==> src/rtl/can_rxq_pkg.sv <==
package can_rxq_pkg;

   // Field widths of the frame and of the status words.
   localparam int ID_W   = 29;
   localparam int DLC_W  = 4;
   localparam int DATA_W = 64;
   localparam int CNT_W  = 9;
   localparam int IDX_W  = 3;

   // Defaults of the top-level parameters.
   localparam int DEF_QUEUE_DEPTH = 16;
   localparam int DEF_NUM_FILTERS = 3;

   // Number of filter register sets that the register map provides.
   localparam int FILTER_SLOTS = 3;

   // Command queue between the front and the back end.
   localparam int CMDQ_DEPTH = 2;
   localparam int CMDQ_PTR_W = $clog2(CMDQ_DEPTH);
   localparam int CMDQ_CNT_W = $clog2(CMDQ_DEPTH + 1);

   // Command codes on the request channel.
   localparam logic [1:0] CMD_RECEIVE  = 2'd0;
   localparam logic [1:0] CMD_DISPATCH = 2'd1;
   localparam logic [1:0] CMD_ERROR    = 2'd2;

   // Bus error types.
   localparam logic [7:0] ERRT_STUFF = 8'd0;
   localparam logic [7:0] ERRT_CRC   = 8'd1;
   localparam logic [7:0] ERRT_FORM  = 8'd2;

   // Result kinds.
   localparam logic [1:0] KIND_RX_STATUS = 2'd0;
   localparam logic [1:0] KIND_FRAME     = 2'd1;
   localparam logic [1:0] KIND_EMPTY     = 2'd2;
   localparam logic [1:0] KIND_ERROR     = 2'd3;

   // Bus states.
   localparam logic [1:0] BUS_ACTIVE  = 2'd0;
   localparam logic [1:0] BUS_WARNING = 2'd1;
   localparam logic [1:0] BUS_PASSIVE = 2'd2;
   localparam logic [1:0] BUS_OFF     = 2'd3;

   // Register map.
   localparam logic [IDX_W-1:0] REG_F0_ID     = 3'd0;
   localparam logic [IDX_W-1:0] REG_F0_MASK   = 3'd1;
   localparam logic [IDX_W-1:0] REG_F1_ID     = 3'd2;
   localparam logic [IDX_W-1:0] REG_F1_MASK   = 3'd3;
   localparam logic [IDX_W-1:0] REG_F2_ID     = 3'd4;
   localparam logic [IDX_W-1:0] REG_F2_MASK   = 3'd5;
   localparam logic [IDX_W-1:0] REG_ENABLE    = 3'd6;

   // Length code limit and error counter constants.
   localparam logic [DLC_W-1:0] DLC_MAX  = 4'd8;
   localparam logic [CNT_W-1:0] CNT_MAX  = 9'd511;
   localparam logic [CNT_W-1:0] ERR_STEP = 9'd8;
   localparam logic [CNT_W-1:0] LIM_OFF  = 9'd255;
   localparam logic [CNT_W-1:0] LIM_PASS = 9'd127;
   localparam logic [CNT_W-1:0] LIM_WARN = 9'd96;

   typedef enum logic [1:0] {
      OP_RECEIVE,
      OP_DISPATCH,
      OP_ERROR
   } op_type;

   typedef enum logic [1:0] {
      ERR_NONE,
      ERR_TX,
      ERR_RX
   } err_type;

   typedef struct packed {
      logic              ext;
      logic [DLC_W-1:0]  dlc;
      logic [ID_W-1:0]   id;
      logic [DATA_W-1:0] data;
   } frame_type;

   typedef struct packed {
      op_type    op;
      err_type   err;
      frame_type frame;
   } cmd_entry_type;

   typedef struct packed {
      logic [1:0]        kind;
      logic              dropped;
      logic [ID_W-1:0]   id;
      logic [DLC_W-1:0]  dlc;
      logic [DATA_W-1:0] data;
      logic              ext;
      logic [FILTER_SLOTS-1:0] match;
      logic              last;
      logic [1:0]        bus;
      logic [CNT_W-1:0]  tx;
      logic [CNT_W-1:0]  rx;
   } rsp_type;

   function automatic logic [CNT_W-1:0] sat_add(input logic [CNT_W-1:0] c);
      logic [CNT_W:0] s;
      s = {1'b0, c} + {1'b0, ERR_STEP};
      return (s > {1'b0, CNT_MAX}) ? CNT_MAX : s[CNT_W-1:0];
   endfunction

   function automatic logic [1:0] bus_state_of(input logic [CNT_W-1:0] tx,
                                               input logic [CNT_W-1:0] rx);
      logic [1:0] st;
      if (tx > LIM_OFF || rx > LIM_OFF) begin
         st = BUS_OFF;
      end else if (tx > LIM_PASS || rx > LIM_PASS) begin
         st = BUS_PASSIVE;
      end else if (tx > LIM_WARN || rx > LIM_WARN) begin
         st = BUS_WARNING;
      end else begin
         st = BUS_ACTIVE;
      end
      return st;
   endfunction

endpackage

==> src/rtl/can_rxq_if.sv <==
interface can_rxq_req_if import can_rxq_pkg::*; ();
   logic              valid;
   logic              ready;
   logic [1:0]        command;
   logic [ID_W-1:0]   frame_id;
   logic [DLC_W-1:0]  frame_dlc;
   logic [DATA_W-1:0] frame_data;
   logic              frame_extended;
   logic [7:0]        error_type;

   modport source (output valid, command, frame_id, frame_dlc, frame_data,
                   frame_extended, error_type, input ready);
   modport sink (input valid, command, frame_id, frame_dlc, frame_data,
                 frame_extended, error_type, output ready);
endinterface

interface can_rxq_rsp_if import can_rxq_pkg::*; ();
   logic                    valid;
   logic                    ready;
   logic [1:0]              kind;
   logic                    frame_dropped;
   logic [ID_W-1:0]         out_id;
   logic [DLC_W-1:0]        out_dlc;
   logic [DATA_W-1:0]       out_data;
   logic                    out_extended;
   logic [FILTER_SLOTS-1:0] match_mask;
   logic                    last;
   logic [1:0]              bus_state;
   logic [CNT_W-1:0]        tx_error_count;
   logic [CNT_W-1:0]        rx_error_count;

   modport source (output valid, kind, frame_dropped, out_id, out_dlc, out_data,
                   out_extended, match_mask, last, bus_state, tx_error_count,
                   rx_error_count, input ready);
   modport sink (input valid, kind, frame_dropped, out_id, out_dlc, out_data,
                 out_extended, match_mask, last, bus_state, tx_error_count,
                 rx_error_count, output ready);
endinterface

interface can_rxq_csr_if import can_rxq_pkg::*; ();
   logic             valid;
   logic             ready;
   logic [IDX_W-1:0] index;
   logic [ID_W-1:0]  data;

   modport source (output valid, index, data, input ready);
   modport sink (input valid, index, data, output ready);
endinterface

==> src/rtl/can_rxq_front.sv <==
module can_rxq_front import can_rxq_pkg::*; (
   input  logic           clock,
   input  logic           reset,
   can_rxq_req_if.sink    req,
   output cmd_entry_type  cmd,
   output logic           cmd_valid,
   input  logic           cmd_pop
);

   cmd_entry_type             entry_ff [CMDQ_DEPTH];
   logic [CMDQ_PTR_W-1:0]     wr_ff, wr_in;
   logic [CMDQ_PTR_W-1:0]     rd_ff, rd_in;
   logic [CMDQ_CNT_W-1:0]     count_ff, count_in;
   logic                      accept;
   logic                      push;
   cmd_entry_type             decoded;

   assign req.ready = (count_ff != CMDQ_CNT_W'(CMDQ_DEPTH));
   assign accept    = req.valid && req.ready;
   assign cmd       = entry_ff[rd_ff];
   assign cmd_valid = (count_ff != '0);

   // Classify the beat; an unknown command is dropped here.
   always_comb begin
      push                 = accept;
      decoded.op           = OP_RECEIVE;
      decoded.err          = ERR_NONE;
      decoded.frame.id     = req.frame_id;
      decoded.frame.data   = req.frame_data;
      decoded.frame.ext    = req.frame_extended;
      decoded.frame.dlc    = (req.frame_dlc > DLC_MAX) ? DLC_MAX : req.frame_dlc;
      case (req.command)
         CMD_RECEIVE:  decoded.op = OP_RECEIVE;
         CMD_DISPATCH: decoded.op = OP_DISPATCH;
         CMD_ERROR:    decoded.op = OP_ERROR;
         default:      push = 1'b0;
      endcase
      case (req.error_type) inside
         ERRT_STUFF:           decoded.err = ERR_TX;
         ERRT_CRC, ERRT_FORM:  decoded.err = ERR_RX;
         default:              decoded.err = ERR_NONE;
      endcase
   end

   always_comb begin
      wr_in    = wr_ff;
      rd_in    = rd_ff;
      count_in = count_ff;
      if (push) begin
         wr_in = (wr_ff == CMDQ_PTR_W'(CMDQ_DEPTH - 1)) ? '0 : wr_ff + 1'b1;
      end
      if (cmd_pop) begin
         rd_in = (rd_ff == CMDQ_PTR_W'(CMDQ_DEPTH - 1)) ? '0 : rd_ff + 1'b1;
      end
      if (push && !cmd_pop) begin
         count_in = count_ff + 1'b1;
      end else if (!push && cmd_pop) begin
         count_in = count_ff - 1'b1;
      end
   end

   always_ff @(posedge clock) begin
      if (reset) begin
         wr_ff    <= '0;
         rd_ff    <= '0;
         count_ff <= '0;
      end else begin
         wr_ff    <= wr_in;
         rd_ff    <= rd_in;
         count_ff <= count_in;
      end
   end

   always_ff @(posedge clock) begin
      if (push) begin
         entry_ff[wr_ff] <= decoded;
      end
   end

   a_pop_nonempty: assert property (@(posedge clock) disable iff (reset)
      cmd_pop |-> cmd_valid)
      else $error("command queue popped while empty");

endmodule

==> src/rtl/can_rxq_filter.sv <==
module can_rxq_filter import can_rxq_pkg::*; #(
   parameter int NUM_FILTERS = DEF_NUM_FILTERS
) (
   input  logic                    clock,
   input  logic                    reset,
   can_rxq_csr_if.sink             csr,
   input  logic [ID_W-1:0]         frame_id,
   output logic [FILTER_SLOTS-1:0] match
);

   logic [ID_W-1:0]         id_ff   [FILTER_SLOTS];
   logic [ID_W-1:0]         mask_ff [FILTER_SLOTS];
   logic [FILTER_SLOTS-1:0] enable_ff;
   logic                    write;

   assign csr.ready = 1'b1;
   assign write     = csr.valid && csr.ready;

   always_ff @(posedge clock) begin
      if (reset) begin
         for (int i = 0; i < FILTER_SLOTS; i++) begin
            id_ff[i]   <= '0;
            mask_ff[i] <= '0;
         end
         enable_ff <= '0;
      end else if (write) begin
         case (csr.index)
            REG_F0_ID:   id_ff[0]   <= csr.data;
            REG_F0_MASK: mask_ff[0] <= csr.data;
            REG_F1_ID:   id_ff[1]   <= csr.data;
            REG_F1_MASK: mask_ff[1] <= csr.data;
            REG_F2_ID:   id_ff[2]   <= csr.data;
            REG_F2_MASK: mask_ff[2] <= csr.data;
            REG_ENABLE:  enable_ff  <= csr.data[FILTER_SLOTS-1:0];
            default:     ;
         endcase
      end
   end

   // A zero mask with a zero id accepts everything; with a nonzero id it
   // asks for an exact match.
   always_comb begin
      logic hit;
      hit = 1'b0;
      for (int i = 0; i < FILTER_SLOTS; i++) begin
         if (mask_ff[i] != '0) begin
            hit = ((frame_id & mask_ff[i]) == (id_ff[i] & mask_ff[i]));
         end else if (id_ff[i] != '0) begin
            hit = (frame_id == id_ff[i]);
         end else begin
            hit = 1'b1;
         end
         match[i] = enable_ff[i] && (i < NUM_FILTERS) && hit;
      end
   end

endmodule

==> src/rtl/can_rxq_back.sv <==
module can_rxq_back import can_rxq_pkg::*; #(
   parameter int QUEUE_DEPTH = DEF_QUEUE_DEPTH
) (
   input  logic                    clock,
   input  logic                    reset,
   input  cmd_entry_type           cmd,
   input  logic                    cmd_valid,
   output logic                    cmd_pop,
   output logic [ID_W-1:0]         filt_id,
   input  logic [FILTER_SLOTS-1:0] filt_match,
   can_rxq_rsp_if.source           rsp
);

   localparam int PTR_W = $clog2(QUEUE_DEPTH);

   localparam logic [1:0] S_IDLE = 2'd0;
   localparam logic [1:0] S_READ = 2'd1;
   localparam logic [1:0] S_OUT  = 2'd2;

   frame_type        queue_mem [QUEUE_DEPTH];
   frame_type        rd_q_ff;
   logic [1:0]       state_ff, state_in;
   logic [PTR_W-1:0] wr_ptr_ff, wr_ptr_in;
   logic [PTR_W-1:0] rd_ptr_ff, rd_ptr_in;
   logic [PTR_W-1:0] wr_next, rd_next;
   logic [CNT_W-1:0] tx_ff, tx_in, tx_new;
   logic [CNT_W-1:0] rx_ff, rx_in, rx_new;
   logic [1:0]       link_ff, link_in;
   logic             rsp_valid_ff, rsp_valid_in;
   rsp_type          rsp_ff, rsp_in;
   logic             mem_we;

   assign wr_next = (wr_ptr_ff == PTR_W'(QUEUE_DEPTH - 1)) ? '0 : wr_ptr_ff + 1'b1;
   assign rd_next = (rd_ptr_ff == PTR_W'(QUEUE_DEPTH - 1)) ? '0 : rd_ptr_ff + 1'b1;
   assign filt_id = rd_q_ff.id;

   always_comb begin
      tx_new = tx_ff;
      rx_new = rx_ff;
      case (cmd.err)
         ERR_TX:  tx_new = sat_add(tx_ff);
         ERR_RX:  rx_new = sat_add(rx_ff);
         default: ;
      endcase
   end

   always_comb begin
      state_in     = state_ff;
      wr_ptr_in    = wr_ptr_ff;
      rd_ptr_in    = rd_ptr_ff;
      tx_in        = tx_ff;
      rx_in        = rx_ff;
      link_in      = link_ff;
      rsp_valid_in = rsp_valid_ff;
      rsp_in       = rsp_ff;
      mem_we       = 1'b0;
      cmd_pop      = 1'b0;
      case (state_ff)
         S_IDLE: begin
            if (cmd_valid) begin
               cmd_pop = 1'b1;
               rsp_in      = '0;
               rsp_in.last = 1'b1;
               rsp_in.bus  = link_ff;
               rsp_in.tx   = tx_ff;
               rsp_in.rx   = rx_ff;
               case (cmd.op)
                  OP_RECEIVE: begin
                     rsp_in.kind    = KIND_RX_STATUS;
                     rsp_in.dropped = (wr_next == rd_ptr_ff);
                     if (wr_next != rd_ptr_ff) begin
                        mem_we    = 1'b1;
                        wr_ptr_in = wr_next;
                     end
                     rsp_valid_in = 1'b1;
                     state_in     = S_OUT;
                  end
                  OP_DISPATCH: begin
                     if (rd_ptr_ff == wr_ptr_ff) begin
                        rsp_in.kind  = KIND_EMPTY;
                        rsp_valid_in = 1'b1;
                        state_in     = S_OUT;
                     end else begin
                        state_in = S_READ;
                     end
                  end
                  OP_ERROR: begin
                     tx_in        = tx_new;
                     rx_in        = rx_new;
                     link_in      = bus_state_of(tx_new, rx_new);
                     rsp_in.kind  = KIND_ERROR;
                     rsp_in.bus   = bus_state_of(tx_new, rx_new);
                     rsp_in.tx    = tx_new;
                     rsp_in.rx    = rx_new;
                     rsp_valid_in = 1'b1;
                     state_in     = S_OUT;
                  end
                  default: ;
               endcase
            end
         end
         S_READ: begin
            rsp_in.kind    = KIND_FRAME;
            rsp_in.dropped = 1'b0;
            rsp_in.id      = rd_q_ff.id;
            rsp_in.dlc     = rd_q_ff.dlc;
            rsp_in.data    = rd_q_ff.data;
            rsp_in.ext     = rd_q_ff.ext;
            rsp_in.match   = filt_match;
            rsp_in.last    = (rd_next == wr_ptr_ff);
            rsp_in.bus     = link_ff;
            rsp_in.tx      = tx_ff;
            rsp_in.rx      = rx_ff;
            rd_ptr_in      = rd_next;
            rsp_valid_in   = 1'b1;
            state_in       = S_OUT;
         end
         S_OUT: begin
            if (rsp.ready) begin
               rsp_valid_in = 1'b0;
               state_in     = rsp_ff.last ? S_IDLE : S_READ;
            end
         end
         default: state_in = S_IDLE;
      endcase
   end

   always_ff @(posedge clock) begin
      if (reset) begin
         state_ff     <= S_IDLE;
         wr_ptr_ff    <= '0;
         rd_ptr_ff    <= '0;
         tx_ff        <= '0;
         rx_ff        <= '0;
         link_ff      <= BUS_ACTIVE;
         rsp_valid_ff <= 1'b0;
      end else begin
         state_ff     <= state_in;
         wr_ptr_ff    <= wr_ptr_in;
         rd_ptr_ff    <= rd_ptr_in;
         tx_ff        <= tx_in;
         rx_ff        <= rx_in;
         link_ff      <= link_in;
         rsp_valid_ff <= rsp_valid_in;
      end
   end

   always_ff @(posedge clock) begin
      rsp_ff <= rsp_in;
   end

   // Frame store with a registered read port at the read pointer.
   always_ff @(posedge clock) begin
      if (mem_we) begin
         queue_mem[wr_ptr_ff] <= cmd.frame;
      end
      rd_q_ff <= queue_mem[rd_ptr_ff];
   end

   assign rsp.valid          = rsp_valid_ff;
   assign rsp.kind           = rsp_ff.kind;
   assign rsp.frame_dropped  = rsp_ff.dropped;
   assign rsp.out_id         = rsp_ff.id;
   assign rsp.out_dlc        = rsp_ff.dlc;
   assign rsp.out_data       = rsp_ff.data;
   assign rsp.out_extended   = rsp_ff.ext;
   assign rsp.match_mask     = rsp_ff.match;
   assign rsp.last           = rsp_ff.last;
   assign rsp.bus_state      = rsp_ff.bus;
   assign rsp.tx_error_count = rsp_ff.tx;
   assign rsp.rx_error_count = rsp_ff.rx;

   a_valid_in_out: assert property (@(posedge clock) disable iff (reset)
      rsp_valid_ff == (state_ff == S_OUT))
      else $error("result valid out of step with the output state");

   a_last_drains: assert property (@(posedge clock) disable iff (reset)
      rsp_valid_ff && rsp_ff.kind == KIND_FRAME && rsp_ff.last |->
      rd_ptr_ff == wr_ptr_ff)
      else $error("last frame given while the queue still holds frames");

   a_cnt_monotonic: assert property (@(posedge clock) disable iff (reset)
      !$past(reset) |-> tx_ff >= $past(tx_ff) && rx_ff >= $past(rx_ff))
      else $error("error counter decreased");

endmodule

==> src/rtl/can_rx_filter_queue_error_state.sv <==
// A receive or bus error beat passes through the command queue and the back-end
// sequencer into the output register. A dispatch reads each frame through the
// registered read port of the frame store and reads the next one after the previous one is taken.
// The back-end sequencer pops no new command until the receiver has taken the last result.
// Reset clears pointers, error counters, bus state, filters and the command queue;
// the frame store is not cleared and needs no clearing pass.
module can_rx_filter_queue_error_state import can_rxq_pkg::*; #(
   parameter int QUEUE_DEPTH = DEF_QUEUE_DEPTH,
   parameter int NUM_FILTERS = DEF_NUM_FILTERS
) (
   input  logic          clock,
   input  logic          reset,
   can_rxq_req_if.sink   req_bus,
   can_rxq_rsp_if.source rsp_bus,
   can_rxq_csr_if.sink   csr_bus
);

   // The front end decodes each request beat, clamps the length code and sorts
   // the error type, then parks the command in a two-entry queue. Unknown
   // commands are dropped there and never reach the back end.
   cmd_entry_type           cmd;
   logic                    cmd_valid;
   logic                    cmd_pop;
   logic [ID_W-1:0]         filt_id;
   logic [FILTER_SLOTS-1:0] filt_match;

   can_rxq_front u_front (
      .clock     (clock),
      .reset     (reset),
      .req       (req_bus),
      .cmd       (cmd),
      .cmd_valid (cmd_valid),
      .cmd_pop   (cmd_pop)
   );

   // The filter bank holds the acceptance registers written over the register
   // port and works out the match mask for the frame being read out.
   can_rxq_filter #(
      .NUM_FILTERS (NUM_FILTERS)
   ) u_filter (
      .clock    (clock),
      .reset    (reset),
      .csr      (csr_bus),
      .frame_id (filt_id),
      .match    (filt_match)
   );

   // The back end owns the frame ring, the error counters and the output
   // register. It keeps one slot of the ring free, so a full ring holds one
   // frame fewer than its depth, and a dispatch walks the ring one beat at a
   // time until the read pointer meets the write pointer.
   can_rxq_back #(
      .QUEUE_DEPTH (QUEUE_DEPTH)
   ) u_back (
      .clock      (clock),
      .reset      (reset),
      .cmd        (cmd),
      .cmd_valid  (cmd_valid),
      .cmd_pop    (cmd_pop),
      .filt_id    (filt_id),
      .filt_match (filt_match),
      .rsp        (rsp_bus)
   );

endmodule

==> src/flat_wrapper.sv <==
// flat-port wrapper written by rule: the top's interface ports become plain ports
module can_rx_filter_queue_error_state_flat import can_rxq_pkg::*;
#(
   parameter int QUEUE_DEPTH = DEF_QUEUE_DEPTH,
   parameter int NUM_FILTERS = DEF_NUM_FILTERS
)
  (clock, reset, req_bus_valid, req_bus_command, req_bus_frame_id, req_bus_frame_dlc, req_bus_frame_data, req_bus_frame_extended, req_bus_error_type, req_bus_ready, rsp_bus_valid, rsp_bus_kind, rsp_bus_frame_dropped, rsp_bus_out_id, rsp_bus_out_dlc, rsp_bus_out_data, rsp_bus_out_extended, rsp_bus_match_mask, rsp_bus_last, rsp_bus_bus_state, rsp_bus_tx_error_count, rsp_bus_rx_error_count, rsp_bus_ready, csr_bus_valid, csr_bus_index, csr_bus_data, csr_bus_ready);
  can_rxq_req_if req_bus_i ();
  can_rxq_rsp_if rsp_bus_i ();
  can_rxq_csr_if csr_bus_i ();
  input  logic clock;
  input  logic reset;
  input wire logic [$bits(req_bus_i.valid)-1:0] req_bus_valid;
  input wire logic [$bits(req_bus_i.command)-1:0] req_bus_command;
  input wire logic [$bits(req_bus_i.frame_id)-1:0] req_bus_frame_id;
  input wire logic [$bits(req_bus_i.frame_dlc)-1:0] req_bus_frame_dlc;
  input wire logic [$bits(req_bus_i.frame_data)-1:0] req_bus_frame_data;
  input wire logic [$bits(req_bus_i.frame_extended)-1:0] req_bus_frame_extended;
  input wire logic [$bits(req_bus_i.error_type)-1:0] req_bus_error_type;
  output wire logic [$bits(req_bus_i.ready)-1:0] req_bus_ready;
  output wire logic [$bits(rsp_bus_i.valid)-1:0] rsp_bus_valid;
  output wire logic [$bits(rsp_bus_i.kind)-1:0] rsp_bus_kind;
  output wire logic [$bits(rsp_bus_i.frame_dropped)-1:0] rsp_bus_frame_dropped;
  output wire logic [$bits(rsp_bus_i.out_id)-1:0] rsp_bus_out_id;
  output wire logic [$bits(rsp_bus_i.out_dlc)-1:0] rsp_bus_out_dlc;
  output wire logic [$bits(rsp_bus_i.out_data)-1:0] rsp_bus_out_data;
  output wire logic [$bits(rsp_bus_i.out_extended)-1:0] rsp_bus_out_extended;
  output wire logic [$bits(rsp_bus_i.match_mask)-1:0] rsp_bus_match_mask;
  output wire logic [$bits(rsp_bus_i.last)-1:0] rsp_bus_last;
  output wire logic [$bits(rsp_bus_i.bus_state)-1:0] rsp_bus_bus_state;
  output wire logic [$bits(rsp_bus_i.tx_error_count)-1:0] rsp_bus_tx_error_count;
  output wire logic [$bits(rsp_bus_i.rx_error_count)-1:0] rsp_bus_rx_error_count;
  input wire logic [$bits(rsp_bus_i.ready)-1:0] rsp_bus_ready;
  input wire logic [$bits(csr_bus_i.valid)-1:0] csr_bus_valid;
  input wire logic [$bits(csr_bus_i.index)-1:0] csr_bus_index;
  input wire logic [$bits(csr_bus_i.data)-1:0] csr_bus_data;
  output wire logic [$bits(csr_bus_i.ready)-1:0] csr_bus_ready;
  assign req_bus_i.valid = req_bus_valid;
  assign req_bus_i.command = req_bus_command;
  assign req_bus_i.frame_id = req_bus_frame_id;
  assign req_bus_i.frame_dlc = req_bus_frame_dlc;
  assign req_bus_i.frame_data = req_bus_frame_data;
  assign req_bus_i.frame_extended = req_bus_frame_extended;
  assign req_bus_i.error_type = req_bus_error_type;
  assign req_bus_ready = req_bus_i.ready;
  assign rsp_bus_valid = rsp_bus_i.valid;
  assign rsp_bus_kind = rsp_bus_i.kind;
  assign rsp_bus_frame_dropped = rsp_bus_i.frame_dropped;
  assign rsp_bus_out_id = rsp_bus_i.out_id;
  assign rsp_bus_out_dlc = rsp_bus_i.out_dlc;
  assign rsp_bus_out_data = rsp_bus_i.out_data;
  assign rsp_bus_out_extended = rsp_bus_i.out_extended;
  assign rsp_bus_match_mask = rsp_bus_i.match_mask;
  assign rsp_bus_last = rsp_bus_i.last;
  assign rsp_bus_bus_state = rsp_bus_i.bus_state;
  assign rsp_bus_tx_error_count = rsp_bus_i.tx_error_count;
  assign rsp_bus_rx_error_count = rsp_bus_i.rx_error_count;
  assign rsp_bus_i.ready = rsp_bus_ready;
  assign csr_bus_i.valid = csr_bus_valid;
  assign csr_bus_i.index = csr_bus_index;
  assign csr_bus_i.data = csr_bus_data;
  assign csr_bus_ready = csr_bus_i.ready;
  can_rx_filter_queue_error_state #(.QUEUE_DEPTH(QUEUE_DEPTH), .NUM_FILTERS(NUM_FILTERS)) u_core (.clock(clock), .reset(reset), .req_bus(req_bus_i), .rsp_bus(rsp_bus_i), .csr_bus(csr_bus_i));
endmodule
==> config.mk <==
export PLATFORM = sky130hd
export DESIGN_NAME = can_rx_filter_queue_error_state_flat
export DESIGN_NICKNAME = d
export VERILOG_FILES = /design/src/rtl/can_rxq_pkg.sv /design/src/rtl/can_rxq_if.sv /design/src/rtl/can_rxq_front.sv /design/src/rtl/can_rxq_filter.sv /design/src/rtl/can_rxq_back.sv /design/src/rtl/can_rx_filter_queue_error_state.sv /design/src/flat_wrapper.sv
export SDC_FILE = /design/constraint.sdc
export NUM_CORES = 2
export LEC_CHECK = 0
export BUFFER_PORTS_ARGS = -buffer_cell sky130_fd_sc_hd__buf_4
export CAP_MARGIN = 25
export CORE_MARGIN = 2
export CORE_UTILIZATION = 50
export CTS_BUF_LIST = sky130_fd_sc_hd__clkbuf_8
export CTS_CLUSTER_SIZE = 30
export DETAILED_ROUTE_END_ITERATION = 6
export PLACE_DENSITY = 0.69
export SYNTH_ARGS = -nofsm -noshare
export SYNTH_HDL_FRONTEND = slang
export SYNTH_SLANG_ARGS = --single-unit
==> constraint.sdc <==
create_clock -name clock -period 16.6 [get_ports clock]
set_input_delay 4.98 -clock clock [delete_from_list [all_inputs] [get_ports clock]]
set_output_delay 4.98 -clock clock [all_outputs]
set_load 0.02 [all_outputs]
==> impl_metrics.json <==
{
  "outcome": "complete, no violations",
  "cp-start-kind": "flop",
  "cts_tree": "done",
  "final_common_cell": "edfxtp_1",
  "drv_slew": 0,
  "clk_latency_ns": 1.06,
  "end_kind": "primary output",
  "cp_num_buf_inv": 1,
  "place_area_um2": 87300,
  "path_max_fanout": 1,
  "cp_cell_sequence": "buf_4",
  "rsz0062_at_grt": "no",
  "port_buffers": 271,
  "synthToLayoutAreaGrowth_pct": 14.0,
  "fin_crit_ns": 6.72,
  "relSlewSlack": 0.270,
  "synth_edf_count": 2071,
  "dr.pass1.iters": 5,
  "ys_async_sr_fraction": 0,
  "viasPerCell": 5.85,
  "die_y_um": 410,
  "wl_mm": 191,
  "rows": 149,
  "cts_resized": 0,
  "io_pins": 273,
  "p_leak_nw": 30.3,
  "slowest_delay_ns": 0.49,
  "syn-num-nets": 3834,
  "synth.avg_cell_area_um2": 22.4,
  "grt_overflow": 0,
  "final.fill_count": 12000,
  "ys_seq_area_frac": 0.788,
  "cts_sinks": 2208,
  "setup_viol": 0,
  "crit_required_ns": 11.62,
  "cts_hold_buf": 0,
  "tightest_slew_ns": 1.09,
  "peakVddDrop_mv": 0.105,
  "cap_violations": 0,
  "grt_pass1_vias": 39900,
  "worstHoldPathType": "reg2reg",
  "wl_per_cell_um": 28.5,
  "fin_setup_tns_ns": 0,
  "drc": 0,
  "antenna_found_initial": 10,
  "track_usage": 0.228,
  "postSynthCellCount": 3678,
  "dominantRegCellSynth": "edfxtp_1",
  "cts_root_buffer": "clkbuf_8",
  "slowest_stage": "edfxtp_1",
  "holdPathStages": 2,
  "synthDistinctLibCells": 63,
  "clk_path_buf_depth": 4,
  "synth-seq-cells": 2208,
  "cp_top_family": "flip-flops",
  "drt_iter0_markers": 4032,
  "dieArea_um2": 168000,
  "hpwl_mm": 102,
  "grt_max_degree": 143,
  "cts_buffers": 360,
  "layout_common_cells": "edfxtp_1 (2071), mux4_2 (490), clkbuf_8 (394)",
  "place.gp.congestion": 0.944,
  "drive_gt1_frac": 0.316,
  "cts-htree-levels": 5,
  "vias": 39200,
  "worstHoldStart": "u_core.u_back.rx_ff[2]",
  "antenna_left": 0,
  "start_util": 0.501,
  "hold_violations": 0,
  "fp.dieW_um": 410,
  "timing.fmax_ghz": 0.149,
  "critPathArrivalTime_ns": 1.74,
  "r2r-end": "u_core.u_back.queue_mem[14][26]",
  "rrSetupSlack_ns": 11.45,
  "path_class": "reg2out",
  "synth.yosys.warnings": 0,
  "r2r_cells": 7,
  "core_area_um2": 164000,
  "nets": 4384,
  "design_area_um2": 93900,
  "fin_hold_ws_ns": 0.459,
  "grt_pass1_wl_mm": 275,
  "postCtsSetupBuffers": 0,
  "worst_clock_skew_ns": 0.0774,
  "period_share": 0.405,
  "path_clk_slew_ns": 0.06,
  "hold_end": "u_core.u_back.rx_ff[2]",
  "power_density_nw_per_um2": 137,
  "syn-cell-area_um2": 82400,
  "timing.rr.start": "u_core.u_back.rd_ptr_ff[3]"
}
how the worst max path moves through the flow:
| stage | from | depth (start not counted) | end | slack, ns |
|---|---|---|---|---|
| after floorplan | req_bus_command[1] | 3 | u_core.u_front.entry_ff[0][0] | 6.27 |
| after global placement | req_bus_command[1] | 5 | u_core.u_front.entry_ff[0][9] | 9.47 |
| after detailed placement | req_bus_command[1] | 5 | u_core.u_front.entry_ff[0][18] | 9.44 |
| after CTS | u_core.u_front.count_ff[0] | 2 | req_bus_ready | 9.74 |
| after global routing | u_core.u_back.rsp.out_data[30] | 1 | rsp_bus_out_data[30] | 9.78 |
| final | u_core.u_back.rsp.out_data[30] | 1 | rsp_bus_out_data[30] | 9.88 |
cells in the mapped netlist, types with 25 or more instances:
master    count  area, um^2
nor2_1       77         289
dfxtp_1     137        2740
a21oi_1      32         160
nand4_1      25         156
mux4_2      490       11000
clkbuf_1     86         323
nor3_1       26         130
buf_2        45         225
and2_1      161        1010
mux2_2      101        1140
nand2_1      52         195
xor2_1       96         841
nor4_1       63         394
edfxtp_1   2071       62200
layout make-up:
cell class / instances / area [um^2] / area share
antenna: 6 / 15.0 / 0.000160
clock buffer: 394 / 5420 / 0.0577
clock inverter: 244 / 1130 / 0.0120
inverter: 17 / 63.8 / 0.000679
multi-input combinational: 1296 / 16900 / 0.180
sequential: 2208 / 65000 / 0.691
tap: 2189 / 2740 / 0.0292
timing repair buffer: 345 / 2740 / 0.0292
report_power, final:
part           switching (mW)  total, mW  internal (mW)  leakage, nW
combinational            1.03       1.55          0.526         6.39
clock                    2.08       4.33           2.25         3.87
sequential              0.182       7.01           6.83         20.0
state kept, by name, summed over array words and instances, names as in the netlist, 9 cells and up, named ones only:
register                          flops
u_core.u_back.queue_mem            1568
u_core.u_back.rsp.rx_error_count      9
u_core.u_back.rsp.out_data           64
u_core.u_filter.id_ff                87
u_core.u_back.rx_ff                   9
u_core.u_filter.mask_ff              87
u_core.u_back.tx_ff                   9
u_core.u_back.rsp.tx_error_count      9
u_core.u_front.entry_ff             204
u_core.u_back.rd_q_ff                69
u_core.u_back.rsp.out_id             29
u_core.u_back.filt_id                29
through the flow:
stage          worst slack [ns]  instances  total power [mW]   util
2_1_floorplan              6.27       3678              8.00      -
3_3_place_gp               9.47       6049              8.66  0.531
3_5_place_dp               9.44       6053              8.69  0.531
4_1_cts                    9.74       6691              13.0  0.571
5_1_grt                    9.78       6694              13.4  0.571
6_report                   9.88       6699              12.9  0.571
worst min-delay path, cell delays in order, from the launching register on:
cell     delay (ns)
dfxtp_1        0.31
inv_1          0.05
a21oi_1        0.05
routing by layer:
metal	GRT usage	wire [um]
met1	0.320	78400
met2	0.362	92400
met3	0.0501	15400
met4	0.0673	4560
met5	0	34
cell families (layout without fill, tap and decap cells):
group / Yosys count / count (layout) / synth area share
DFF: 2208 / 2208 / 0.788
muxes: 603 / 603 / 0.149
and+or+nand+nor: 448 / 448 / 0.0299
buffers and inverters: 174 / 1000 / 0.00929
AOI/OAI and AO/OA: 130 / 130 / 0.0113
xor gates and xnor gates: 103 / 103 / 0.0110
adders and majority gates: 11 / 11 / 0.00167
other: 1 / 7 / 0.0000455
Note: power is estimated with default switching activity, not from simulation.
